===== config.mk =====
export PLATFORM = sky130hd
export DESIGN_NAME = mip_tile_offset_generator_unit
export DESIGN_NICKNAME = d
export VERILOG_FILES = /design/src/rtl/mtog_pkg.sv /design/src/rtl/mtog_div.sv /design/src/rtl/mtog_mul.sv /design/src/rtl/mip_tile_offset_generator_unit.sv
export SDC_FILE = /design/constraint.sdc
export NUM_CORES = 2
export LEC_CHECK = 0
export ABC_AREA = 1
export ABC_CLOCK_PERIOD_IN_PS = 23400
export BUFFER_PORTS_ARGS = -buffer_cell sky130_fd_sc_hd__buf_2
export CAP_MARGIN = 20
export CORE_ASPECT_RATIO = 1.5
export CORE_MARGIN = 10
export CORE_UTILIZATION = 50
export DETAILED_ROUTE_END_ITERATION = 16
export PLACE_DENSITY = 0.77
export SLEW_MARGIN = 20
export SYNTH_ARGS = -nofsm -noshare
export SYNTH_HDL_FRONTEND = slang
export SYNTH_HIERARCHICAL = 1
export SYNTH_SLANG_ARGS = --single-unit

===== constraint.sdc =====
create_clock -name clk -period 23.4 [get_ports clk]
set_clock_uncertainty 0.1 [all_clocks]
set_input_delay 4.68 -clock clk [delete_from_list [all_inputs] [get_ports clk]]
set_output_delay 4.68 -clock clk [all_outputs]
set_load 0.02 [all_outputs]

===== src/rtl/mtog_pkg.sv =====
// Shared types, codes and helpers for the mip tile offset generator.
// Used by every module of the block; depends on nothing.
`default_nettype none
package mtog_pkg;

  localparam int unsigned TILE_PADDING_DEFAULT = 20;
  localparam int unsigned IN_TDATA_W           = 8;
  localparam int unsigned OUT_TDATA_W          = 208;
  localparam int unsigned CFG_ADDR_W           = 5;
  localparam int unsigned DIV_N_W              = 16;
  localparam int unsigned DIV_D_W              = 13;
  localparam int unsigned DIV_CNT_W            = 5;
  localparam int unsigned MUL_A_W              = 26;
  localparam int unsigned MUL_B_W              = 16;
  localparam int unsigned MUL_P_W              = MUL_A_W + MUL_B_W;
  localparam logic [12:0] TILE_DIM_MAX         = 13'd4096;
  localparam logic [4:0]  LEVELS_MAX           = 5'd16;

  typedef enum logic [2:0] {
    REG_FULL_WIDTH    = 3'd0,
    REG_FULL_HEIGHT   = 3'd1,
    REG_TILE_WIDTH    = 3'd2,
    REG_TILE_HEIGHT   = 3'd3,
    REG_MIP_LEVELS    = 3'd4,
    REG_PIXEL_SIZE    = 3'd5,
    REG_CUSTOM_LAYOUT = 3'd6,
    REG_FORCE_DESC    = 3'd7
  } reg_idx_t;

  typedef enum logic [1:0] {
    KIND_HDR  = 2'd0,
    KIND_TILE = 2'd1,
    KIND_DONE = 2'd2
  } kind_t;

  typedef enum logic [1:0] {
    PH_HEADER = 2'd0,
    PH_TILE   = 2'd1,
    PH_DONE   = 2'd2
  } phase_t;

  typedef enum logic [3:0] {
    S_IDLE,
    S_START,
    S_DIV_X,
    S_DIV_Y,
    S_MUL_T,
    S_MUL_E,
    S_HDR,
    S_MUL_WH,
    S_MUL_PS,
    S_TILE,
    S_EMIT
  } state_t;

  typedef struct packed {
    logic               start;
    logic [DIV_N_W-1:0] dividend;
    logic [DIV_D_W-1:0] divisor;
  } div_req_t;

  typedef struct packed {
    logic               done;
    logic [DIV_N_W-1:0] quot;
    logic [DIV_D_W-1:0] rem;
  } div_rsp_t;

  typedef struct packed {
    kind_t       kind;
    logic [3:0]  mip_level;
    logic [31:0] tile_index;
    logic [12:0] tile_w;
    logic [12:0] tile_h;
    logic [47:0] file_offset;
    logic [31:0] offset_in_mip;
    logic        desc_valid;
    logic [31:0] tiles_reported;
    logic [31:0] tiles_following;
    logic        last;
  } res_t;

  function automatic logic [12:0] eff_dim(input logic [12:0] v);
    logic [12:0] r;
    if (v == 13'd0) r = 13'd1;
    else if (v > TILE_DIM_MAX) r = TILE_DIM_MAX;
    else r = v;
    return r;
  endfunction

  function automatic logic [4:0] eff_levels(input logic [4:0] v);
    return (v > LEVELS_MAX) ? LEVELS_MAX : v;
  endfunction

endpackage
`default_nettype wire


===== src/rtl/mtog_div.sv =====
// Iterative restoring divider, one quotient bit per cycle.
// Shared by the X and Y tile count steps; depends on mtog_pkg.
`default_nettype none
module mtog_div (
  input  wire logic              clk,
  input  wire logic              rst_n,
  input  wire mtog_pkg::div_req_t req,
  output mtog_pkg::div_rsp_t      rsp
);
  import mtog_pkg::*;

  logic [DIV_N_W-1:0]   quo_r, quo_nxt;
  logic [DIV_D_W-1:0]   rem_r, rem_nxt;
  logic [DIV_D_W-1:0]   dvs_r;
  logic [DIV_CNT_W-1:0] cnt_r;
  logic                 busy_r, done_r;
  logic [DIV_D_W:0]     trial;

  always_comb begin
    trial = {rem_r, quo_r[DIV_N_W-1]};
    if (trial >= {1'b0, dvs_r}) begin
      rem_nxt = DIV_D_W'(trial - {1'b0, dvs_r});
      quo_nxt = {quo_r[DIV_N_W-2:0], 1'b1};
    end else begin
      rem_nxt = trial[DIV_D_W-1:0];
      quo_nxt = {quo_r[DIV_N_W-2:0], 1'b0};
    end
  end

  always_ff @(posedge clk) begin
    if (!rst_n) begin
      busy_r <= 1'b0;
      done_r <= 1'b0;
      cnt_r  <= '0;
    end else begin
      done_r <= busy_r && (cnt_r == DIV_CNT_W'(1));
      if (req.start) begin
        busy_r <= 1'b1;
        cnt_r  <= DIV_CNT_W'(DIV_N_W);
      end else if (busy_r) begin
        cnt_r <= cnt_r - DIV_CNT_W'(1);
        if (cnt_r == DIV_CNT_W'(1)) busy_r <= 1'b0;
      end
    end
  end

  always_ff @(posedge clk) begin
    if (req.start) begin
      quo_r <= req.dividend;
      rem_r <= '0;
      dvs_r <= req.divisor;
    end else if (busy_r) begin
      quo_r <= quo_nxt;
      rem_r <= rem_nxt;
    end
  end

  assign rsp.done = done_r;
  assign rsp.quot = quo_r;
  assign rsp.rem  = rem_r;

endmodule
`default_nettype wire


===== src/rtl/mtog_mul.sv =====
// Registered multiplier shared by tile counts, edge threshold and tile byte size.
// Depends on mtog_pkg.
`default_nettype none
module mtog_mul (
  input  wire logic                          clk,
  input  wire logic [mtog_pkg::MUL_A_W-1:0]  a,
  input  wire logic [mtog_pkg::MUL_B_W-1:0]  b,
  output logic      [mtog_pkg::MUL_P_W-1:0]  p
);
  import mtog_pkg::*;

  logic [MUL_P_W-1:0] p_r;

  always_ff @(posedge clk) begin
    p_r <= MUL_P_W'(a) * MUL_P_W'(b);
  end

  assign p = p_r;

endmodule
`default_nettype wire


===== src/rtl/mip_tile_offset_generator_unit.sv =====
// Top level of the mip tile offset generator: config registers, sequencer, output word.
// Instantiates mtog_div and mtog_mul; depends on mtog_pkg.
//
// Each accepted input word yields one output word. A level header runs the shared
// divider for X and then for Y (16 steps each), then makes two passes through the
// shared multiplier. A tile record makes two passes through the multiplier (width
// times height, then bytes per pixel). A finished record goes straight from the start
// state to the emit state. The block takes one word at a time; the result sits in an
// output register, so the next word is taken while that result waits.
`default_nettype none
module mip_tile_offset_generator_unit #(
  parameter int unsigned TILE_PADDING_BYTES = mtog_pkg::TILE_PADDING_DEFAULT
) (
  input  wire logic                                clk,
  input  wire logic                                rst_n,
  // in_tdata: [0] restart
  input  wire logic                                in_tvalid,
  output logic                                     in_tready,
  input  wire logic [mtog_pkg::IN_TDATA_W-1:0]     in_tdata,
  // out_tdata: mip_level, tile_index, tile_w, tile_h, file_offset, offset_in_mip,
  //            desc_valid, tiles_reported, tiles_following
  output logic                                     out_tvalid,
  input  wire logic                                out_tready,
  output logic [mtog_pkg::OUT_TDATA_W-1:0]         out_tdata,
  // out_tuser: kind
  output logic [1:0]                               out_tuser,
  output logic                                     out_tlast,
  input  wire logic                                cfg_psel,
  input  wire logic                                cfg_penable,
  input  wire logic                                cfg_pwrite,
  input  wire logic [mtog_pkg::CFG_ADDR_W-1:0]     cfg_paddr,
  input  wire logic [31:0]                         cfg_pwdata,
  output logic [31:0]                              cfg_prdata,
  output logic                                     cfg_pready
);
  import mtog_pkg::*;

  localparam logic [47:0] PAD = 48'(TILE_PADDING_BYTES);

  // config registers
  logic [15:0] full_width_r, full_height_r;
  logic [12:0] tile_width_r, tile_height_r;
  logic [4:0]  mip_levels_r;
  logic [7:0]  pixel_size_r;
  logic        custom_layout_r, force_desc_r;
  logic        cfg_wr;
  reg_idx_t    cfg_idx;

  assign cfg_pready = 1'b1;
  assign cfg_wr     = cfg_psel && cfg_penable && cfg_pwrite && cfg_pready;
  assign cfg_idx    = reg_idx_t'(cfg_paddr[4:2]);

  always_ff @(posedge clk) begin
    if (!rst_n) begin
      full_width_r    <= 16'd1024;
      full_height_r   <= 16'd1024;
      tile_width_r    <= 13'd256;
      tile_height_r   <= 13'd256;
      mip_levels_r    <= 5'd1;
      pixel_size_r    <= 8'd8;
      custom_layout_r <= 1'b0;
      force_desc_r    <= 1'b1;
    end else if (cfg_wr) begin
      unique case (cfg_idx)
        REG_FULL_WIDTH:    full_width_r    <= cfg_pwdata[15:0];
        REG_FULL_HEIGHT:   full_height_r   <= cfg_pwdata[15:0];
        REG_TILE_WIDTH:    tile_width_r    <= cfg_pwdata[12:0];
        REG_TILE_HEIGHT:   tile_height_r   <= cfg_pwdata[12:0];
        REG_MIP_LEVELS:    mip_levels_r    <= cfg_pwdata[4:0];
        REG_PIXEL_SIZE:    pixel_size_r    <= cfg_pwdata[7:0];
        REG_CUSTOM_LAYOUT: custom_layout_r <= cfg_pwdata[0];
        REG_FORCE_DESC:    force_desc_r    <= cfg_pwdata[0];
      endcase
    end
  end

  always_comb begin
    unique case (cfg_idx)
      REG_FULL_WIDTH:    cfg_prdata = 32'(full_width_r);
      REG_FULL_HEIGHT:   cfg_prdata = 32'(full_height_r);
      REG_TILE_WIDTH:    cfg_prdata = 32'(tile_width_r);
      REG_TILE_HEIGHT:   cfg_prdata = 32'(tile_height_r);
      REG_MIP_LEVELS:    cfg_prdata = 32'(mip_levels_r);
      REG_PIXEL_SIZE:    cfg_prdata = 32'(pixel_size_r);
      REG_CUSTOM_LAYOUT: cfg_prdata = 32'(custom_layout_r);
      REG_FORCE_DESC:    cfg_prdata = 32'(force_desc_r);
    endcase
  end

  // walk state
  state_t      state_r, state_nxt;
  phase_t      phase_r;
  logic [4:0]  level_r;
  logic [31:0] tile_r;
  logic [15:0] col_r;
  logic [15:0] txp_r, tyc_r;
  logic [11:0] edge_w_r, edge_h_r;
  logic        edge_x_r, edge_y_r;
  logic [31:0] lt_r, thr_r;
  logic [47:0] pos_r, lstart_r;
  logic        desc_r;
  logic [12:0] w_r, h_r;
  res_t        res_r, res_nxt, out_res_r;
  logic        out_valid_r;

  // shared units
  div_req_t           div_req;
  div_rsp_t           div_rsp;
  logic [MUL_A_W-1:0] mul_a;
  logic [MUL_B_W-1:0] mul_b;
  logic [MUL_P_W-1:0] mul_p;

  mtog_div u_div (.clk(clk), .rst_n(rst_n), .req(div_req), .rsp(div_rsp));
  mtog_mul u_mul (.clk(clk), .a(mul_a), .b(mul_b), .p(mul_p));

  logic [12:0] tw_e, th_e, w_sel, h_sel;
  logic [4:0]  lv_e;
  logic [15:0] mw, mh, typ;
  logic        walk_end, hdr_desc, final_level, tile_wrap, out_free;
  logic [31:0] hdr_follow;
  logic [47:0] hdr_pos, tile_pos;
  logic [32:0] tile_inc;
  logic [16:0] col_inc;

  always_comb begin
    tw_e        = eff_dim(tile_width_r);
    th_e        = eff_dim(tile_height_r);
    lv_e        = eff_levels(mip_levels_r);
    mw          = full_width_r >> level_r;
    mh          = full_height_r >> level_r;
    typ         = tyc_r + 16'(edge_y_r);
    walk_end    = (phase_r == PH_DONE) || (phase_r == PH_HEADER && level_r >= lv_e);
    hdr_desc    = edge_x_r || edge_y_r || force_desc_r;
    hdr_follow  = (!custom_layout_r && !hdr_desc) ? 32'd0 : lt_r;
    hdr_pos     = custom_layout_r ? pos_r + PAD : pos_r;
    col_inc     = {1'b0, col_r} + 17'd1;
    tile_inc    = {1'b0, tile_r} + 33'd1;
    w_sel       = (edge_x_r && col_inc == {1'b0, txp_r}) ? {1'b0, edge_w_r} : tw_e;
    h_sel       = (edge_y_r && tile_r >= thr_r) ? {1'b0, edge_h_r} : th_e;
    final_level = ({1'b0, level_r} + 6'd1) >= {1'b0, lv_e};
    tile_pos    = pos_r + 48'(mul_p[33:0]) + (custom_layout_r ? 48'd0 : PAD);
    tile_wrap   = tile_inc >= {1'b0, lt_r};
    out_free    = !out_valid_r || out_tready;
  end

  always_comb begin
    state_nxt = state_r;
    unique case (state_r)
      S_IDLE:   if (in_tvalid) state_nxt = S_START;
      S_START: begin
        if (walk_end) state_nxt = S_EMIT;
        else if (phase_r == PH_TILE) state_nxt = S_MUL_WH;
        else state_nxt = S_DIV_X;
      end
      S_DIV_X:  if (div_rsp.done) state_nxt = S_DIV_Y;
      S_DIV_Y:  if (div_rsp.done) state_nxt = S_MUL_T;
      S_MUL_T:  state_nxt = S_MUL_E;
      S_MUL_E:  state_nxt = S_HDR;
      S_HDR:    state_nxt = S_EMIT;
      S_MUL_WH: state_nxt = S_MUL_PS;
      S_MUL_PS: state_nxt = S_TILE;
      S_TILE:   state_nxt = S_EMIT;
      S_EMIT:   if (out_free) state_nxt = S_IDLE;
      default:  state_nxt = S_IDLE;
    endcase
  end

  always_comb begin
    in_tready        = (state_r == S_IDLE);
    div_req.start    = (state_r == S_START && !walk_end && phase_r == PH_HEADER) ||
                       (state_r == S_DIV_X && div_rsp.done);
    div_req.dividend = (state_r == S_START) ? mw : mh;
    div_req.divisor  = (state_r == S_START) ? tw_e : th_e;
    mul_a = '0;
    mul_b = '0;
    unique case (state_r)
      S_MUL_T: begin
        mul_a = MUL_A_W'(txp_r);
        mul_b = typ;
      end
      S_MUL_E: begin
        mul_a = MUL_A_W'(txp_r);
        mul_b = tyc_r;
      end
      S_MUL_WH: begin
        mul_a = MUL_A_W'(w_sel);
        mul_b = MUL_B_W'(h_sel);
      end
      S_MUL_PS: begin
        mul_a = mul_p[MUL_A_W-1:0];
        mul_b = MUL_B_W'(pixel_size_r);
      end
      default: begin
        mul_a = '0;
        mul_b = '0;
      end
    endcase
  end

  always_ff @(posedge clk) begin
    if (!rst_n) begin
      state_r     <= S_IDLE;
      phase_r     <= PH_HEADER;
      level_r     <= '0;
      tile_r      <= '0;
      col_r       <= '0;
      txp_r       <= '0;
      tyc_r       <= '0;
      edge_w_r    <= '0;
      edge_h_r    <= '0;
      edge_x_r    <= 1'b0;
      edge_y_r    <= 1'b0;
      lt_r        <= '0;
      thr_r       <= '0;
      pos_r       <= '0;
      lstart_r    <= '0;
      desc_r      <= 1'b0;
      out_valid_r <= 1'b0;
    end else begin
      state_r <= state_nxt;
      if (state_r == S_EMIT && out_free) out_valid_r <= 1'b1;
      else if (out_tready) out_valid_r <= 1'b0;
      unique case (state_r)
        S_IDLE: begin
          if (in_tvalid && in_tdata[0]) begin
            level_r  <= '0;
            tile_r   <= '0;
            col_r    <= '0;
            pos_r    <= '0;
            lstart_r <= '0;
            phase_r  <= PH_HEADER;
            desc_r   <= 1'b0;
          end
        end
        S_START: if (walk_end) phase_r <= PH_DONE;
        S_DIV_X: begin
          if (div_rsp.done) begin
            txp_r    <= div_rsp.quot + 16'(div_rsp.rem != '0);
            edge_x_r <= (div_rsp.rem != '0);
            edge_w_r <= div_rsp.rem[11:0];
          end
        end
        S_DIV_Y: begin
          if (div_rsp.done) begin
            tyc_r    <= div_rsp.quot;
            edge_y_r <= (div_rsp.rem != '0);
            edge_h_r <= div_rsp.rem[11:0];
          end
        end
        S_MUL_E: lt_r <= mul_p[31:0];
        S_HDR: begin
          thr_r    <= mul_p[31:0];
          desc_r   <= hdr_desc;
          pos_r    <= hdr_pos;
          lstart_r <= hdr_pos;
          tile_r   <= '0;
          col_r    <= '0;
          if (hdr_follow == 32'd0) level_r <= level_r + 5'd1;
          else phase_r <= PH_TILE;
        end
        S_MUL_WH: begin
          w_r <= w_sel;
          h_r <= h_sel;
        end
        S_TILE: begin
          pos_r <= tile_pos;
          if (tile_wrap) begin
            level_r <= level_r + 5'd1;
            tile_r  <= '0;
            col_r   <= '0;
            phase_r <= PH_HEADER;
          end else begin
            tile_r <= tile_inc[31:0];
            col_r  <= (col_inc >= {1'b0, txp_r}) ? 16'd0 : col_inc[15:0];
          end
        end
        default: ;
      endcase
    end
  end

  // result staging and output word
  always_comb begin
    res_nxt = res_r;
    unique case (state_r)
      S_START: begin
        if (walk_end) begin
          res_nxt             = '0;
          res_nxt.kind        = KIND_DONE;
          res_nxt.file_offset = pos_r;
        end
      end
      S_HDR: begin
        res_nxt                 = '0;
        res_nxt.kind            = KIND_HDR;
        res_nxt.mip_level       = level_r[3:0];
        res_nxt.file_offset     = hdr_pos;
        res_nxt.desc_valid      = hdr_desc;
        res_nxt.tiles_reported  = custom_layout_r ? 32'd1 : lt_r;
        res_nxt.tiles_following = hdr_follow;
      end
      S_TILE: begin
        res_nxt                 = '0;
        res_nxt.kind            = KIND_TILE;
        res_nxt.mip_level       = level_r[3:0];
        res_nxt.tile_index      = tile_r;
        res_nxt.tile_w          = w_r;
        res_nxt.tile_h          = h_r;
        res_nxt.file_offset     = pos_r;
        res_nxt.offset_in_mip   = 32'(pos_r - lstart_r);
        res_nxt.desc_valid      = desc_r;
        res_nxt.last            = final_level && (tile_inc == {1'b0, lt_r});
      end
      default: ;
    endcase
  end

  always_ff @(posedge clk) begin
    res_r <= res_nxt;
    if (state_r == S_EMIT && out_free) out_res_r <= res_r;
  end

  assign out_tvalid = out_valid_r;
  assign out_tuser  = out_res_r.kind;
  assign out_tlast  = out_res_r.last;
  assign out_tdata  = {1'b0, out_res_r.tiles_following, out_res_r.tiles_reported,
                       out_res_r.desc_valid, out_res_r.offset_in_mip,
                       out_res_r.file_offset, out_res_r.tile_h, out_res_r.tile_w,
                       out_res_r.tile_index, out_res_r.mip_level};

endmodule
`default_nettype wire


==> results.cfg <==
[status]
outcome = finished, final reports clean

[worst_setup_path]
arrival_ns = 6.49
cp_common_cell = buf_2
crit_type = in2out
worstPathRequired_ns = 18.62
slowest_delay_ns = 0.61
start_kind = input pin
crit_path_cell_trace = buf_2, inv_1, nor3_1, inv_2, o22ai_1, a21oi_1, o2111ai_1, buf_2
crit_path_max_fanout = 10
cp-end-kind = primary output
slowest_stage = nor3_1

[logic_synthesis]
syn_area_sq_um = 56000
avgSynthCellArea_sq_um = 8.18
yosys_warnings = 6
synth_cells = 6844

[timing]
relSlewSlack_pct = 24.1
hold_viol = 0
finalSetupTns_ns = 0
maxSlewViolCount = 0
worst_slew_pin_slew_ns = 1.13
setup_viol = 0
fin_crit_sh_pct = 48.2
rsz0062_at_grt = false
setup_ws_ns = 12.13
post-route-min-period_ns = 11.27
fmax_ghz = 0.0887

[cts]
cts_buffers = 81
cts_tree = yes
cts_hold_buf = 0
cts_sinks = 865
h-tree-depth = 3
cts_resized = 0
worstSkewPairLatency_ns = 0.71
clockBufferDepth = 3
path_clk_slew_ns = 0.06
postCtsSetupBuffers = 0
root_buffer = clkbuf_16

[power_and_ir_drop]
power.leakage_nw = 27.7
power_density_nw_per_um2 = 69.5
switching_share_pct = 32.5
pwr-share-seq_pct = 46.2
power_frac_clock_pct = 32.6
internal-power_w = 0.00287
irDropWorstVdd_mv = 0.0833
power_frac_comb_pct = 21.2
p_switching_w = 0.00138

[floorplan]
row_count = 150
io_pins = 298
start_util_pct = 50.3
core_sq_um = 111000
die_area_sq_um = 126000
die_w_microns = 293
fp.dieH_microns = 430

[routing]
drt-total-wl_mm = 168
drtIter0Drc = 4149
routed-via-count = 46901
detail-route-antenna-nets = 0
wl_per_cell_microns = 19.8
first_pass_iters = 6
drc = 0
viasPerCell = 5.53

[cells_and_area]
fin_nets = 7639
insertedDiodeCount = 0
layout_commonest_cell = nand2_1
final_cell_mix = nand2_1 (1472), inv_1 (1270), nor2_1 (477), edfxtp_1 (475), a21oi_1 (465)
drive_gt1_share_pct = 8.11
synthToLayoutAreaGrowth_pct = 9.48

[global_routing]
grt_antenna_before_repair = 1
grt_max_degree = 111
grt_pass1_wl_mm = 257
grt_pass1_vias = 46837
grt-ovfl-total = 0
grt_usage_pct = 26.0

[placement]
io_buffers = 254
pre_cts_slack_ns = 12.24
gp_congestion = 1.01
dp_hpwl_mm = 129

[hold_path]
holdCritPathClass = reg2reg

[flow_run]
cap_violations = 0
-- power groups by stage --
stage	sequential (W)	combinational, W	clock (W)
after detailed placement	0.00200	0.000890	0
after global placement	0.00199	0.000870	0
after CTS	0.00196	0.000893	0.00141
final	0.00196	0.000903	0.00139
after floorplan	0.00201	0.000633	0
after global routing	0.00198	0.000998	0.00146
-- flip-flops by register name (all words and copies together), names as in the netlist, 8 cells and up --
| register | count |
|---|---|
| res_r | 210 |
| out_tdata | 207 |
| pos_r | 48 |
| u_mul/p | 34 |
| lstart_r | 32 |
| lt_r | 32 |
| thr_r | 32 |
| tile_r | 32 |
| col_r | 16 |
| full_height_r | 16 |
| full_width_r | 16 |
| txp_r | 16 |
| tyc_r | 16 |
| u_div/quo_r | 16 |
| h_r | 13 |
| tile_height_r | 13 |
| tile_width_r | 13 |
| u_div/dvs_r | 13 |
| u_div/rem_r | 13 |
| w_r | 13 |
| edge_h_r | 12 |
| edge_w_r | 12 |
| pixel_size_r | 8 |
-- final timing paths --
path                                    from       endpoint  slack [ns]  cells past startpoint
worst min-delay path              res_r[206]   out_tdata[2]        0.31                      0
worst max-delay path            cfg_paddr[3]  cfg_prdata[3]       12.13                      8
worst max register to register      col_r[0]    u_mul/p[30]       13.09                     38
worst min register to register    res_r[206]   out_tdata[2]        0.31                      0
-- stage by stage --
step	utilization (%)	cells	power [W]	instance area, sq um	hold slack, ns
after floorplan	-	6860	0.00264	56000	0.300
after global placement	52.5	8335	0.00286	58400	0.301
after detailed placement	52.5	8335	0.00289	58400	0.305
after CTS	55.0	8485	0.00427	61200	0.310
after global routing	55.1	8486	0.00444	61300	0.318
final	55.1	8486	0.00426	61300	0.306
-- per-layer routing --
layer,wire length (microns),global-route usage (%)
met4,12700,18.2
met1,61100,28.5
met2,82100,45.4
met5,0,0
met3,11800,4.50
-- worst max-delay path, delay by kind of cell --
kind,cells,cell delay (ns)
buffers and inverters,4,0.65
AOI/OAI and AO/OA,3,0.54
and+or+nand+nor,1,0.61
-- cell type report --
| type | instances | area, sq um |
|---|---|---|
| Inverter | 1286 | 4840 |
| Multi-Input combinational cell | 4418 | 27900 |
| Timing Repair Buffer | 323 | 1810 |
| Sequential cell | 865 | 22100 |
| Fill cell | 10041 | 50000 |
| Clock buffer | 107 | 2300 |
| Tap cell | 1444 | 1810 |
| Clock inverter | 43 | 505 |
(Power assumes the default switching activity.)
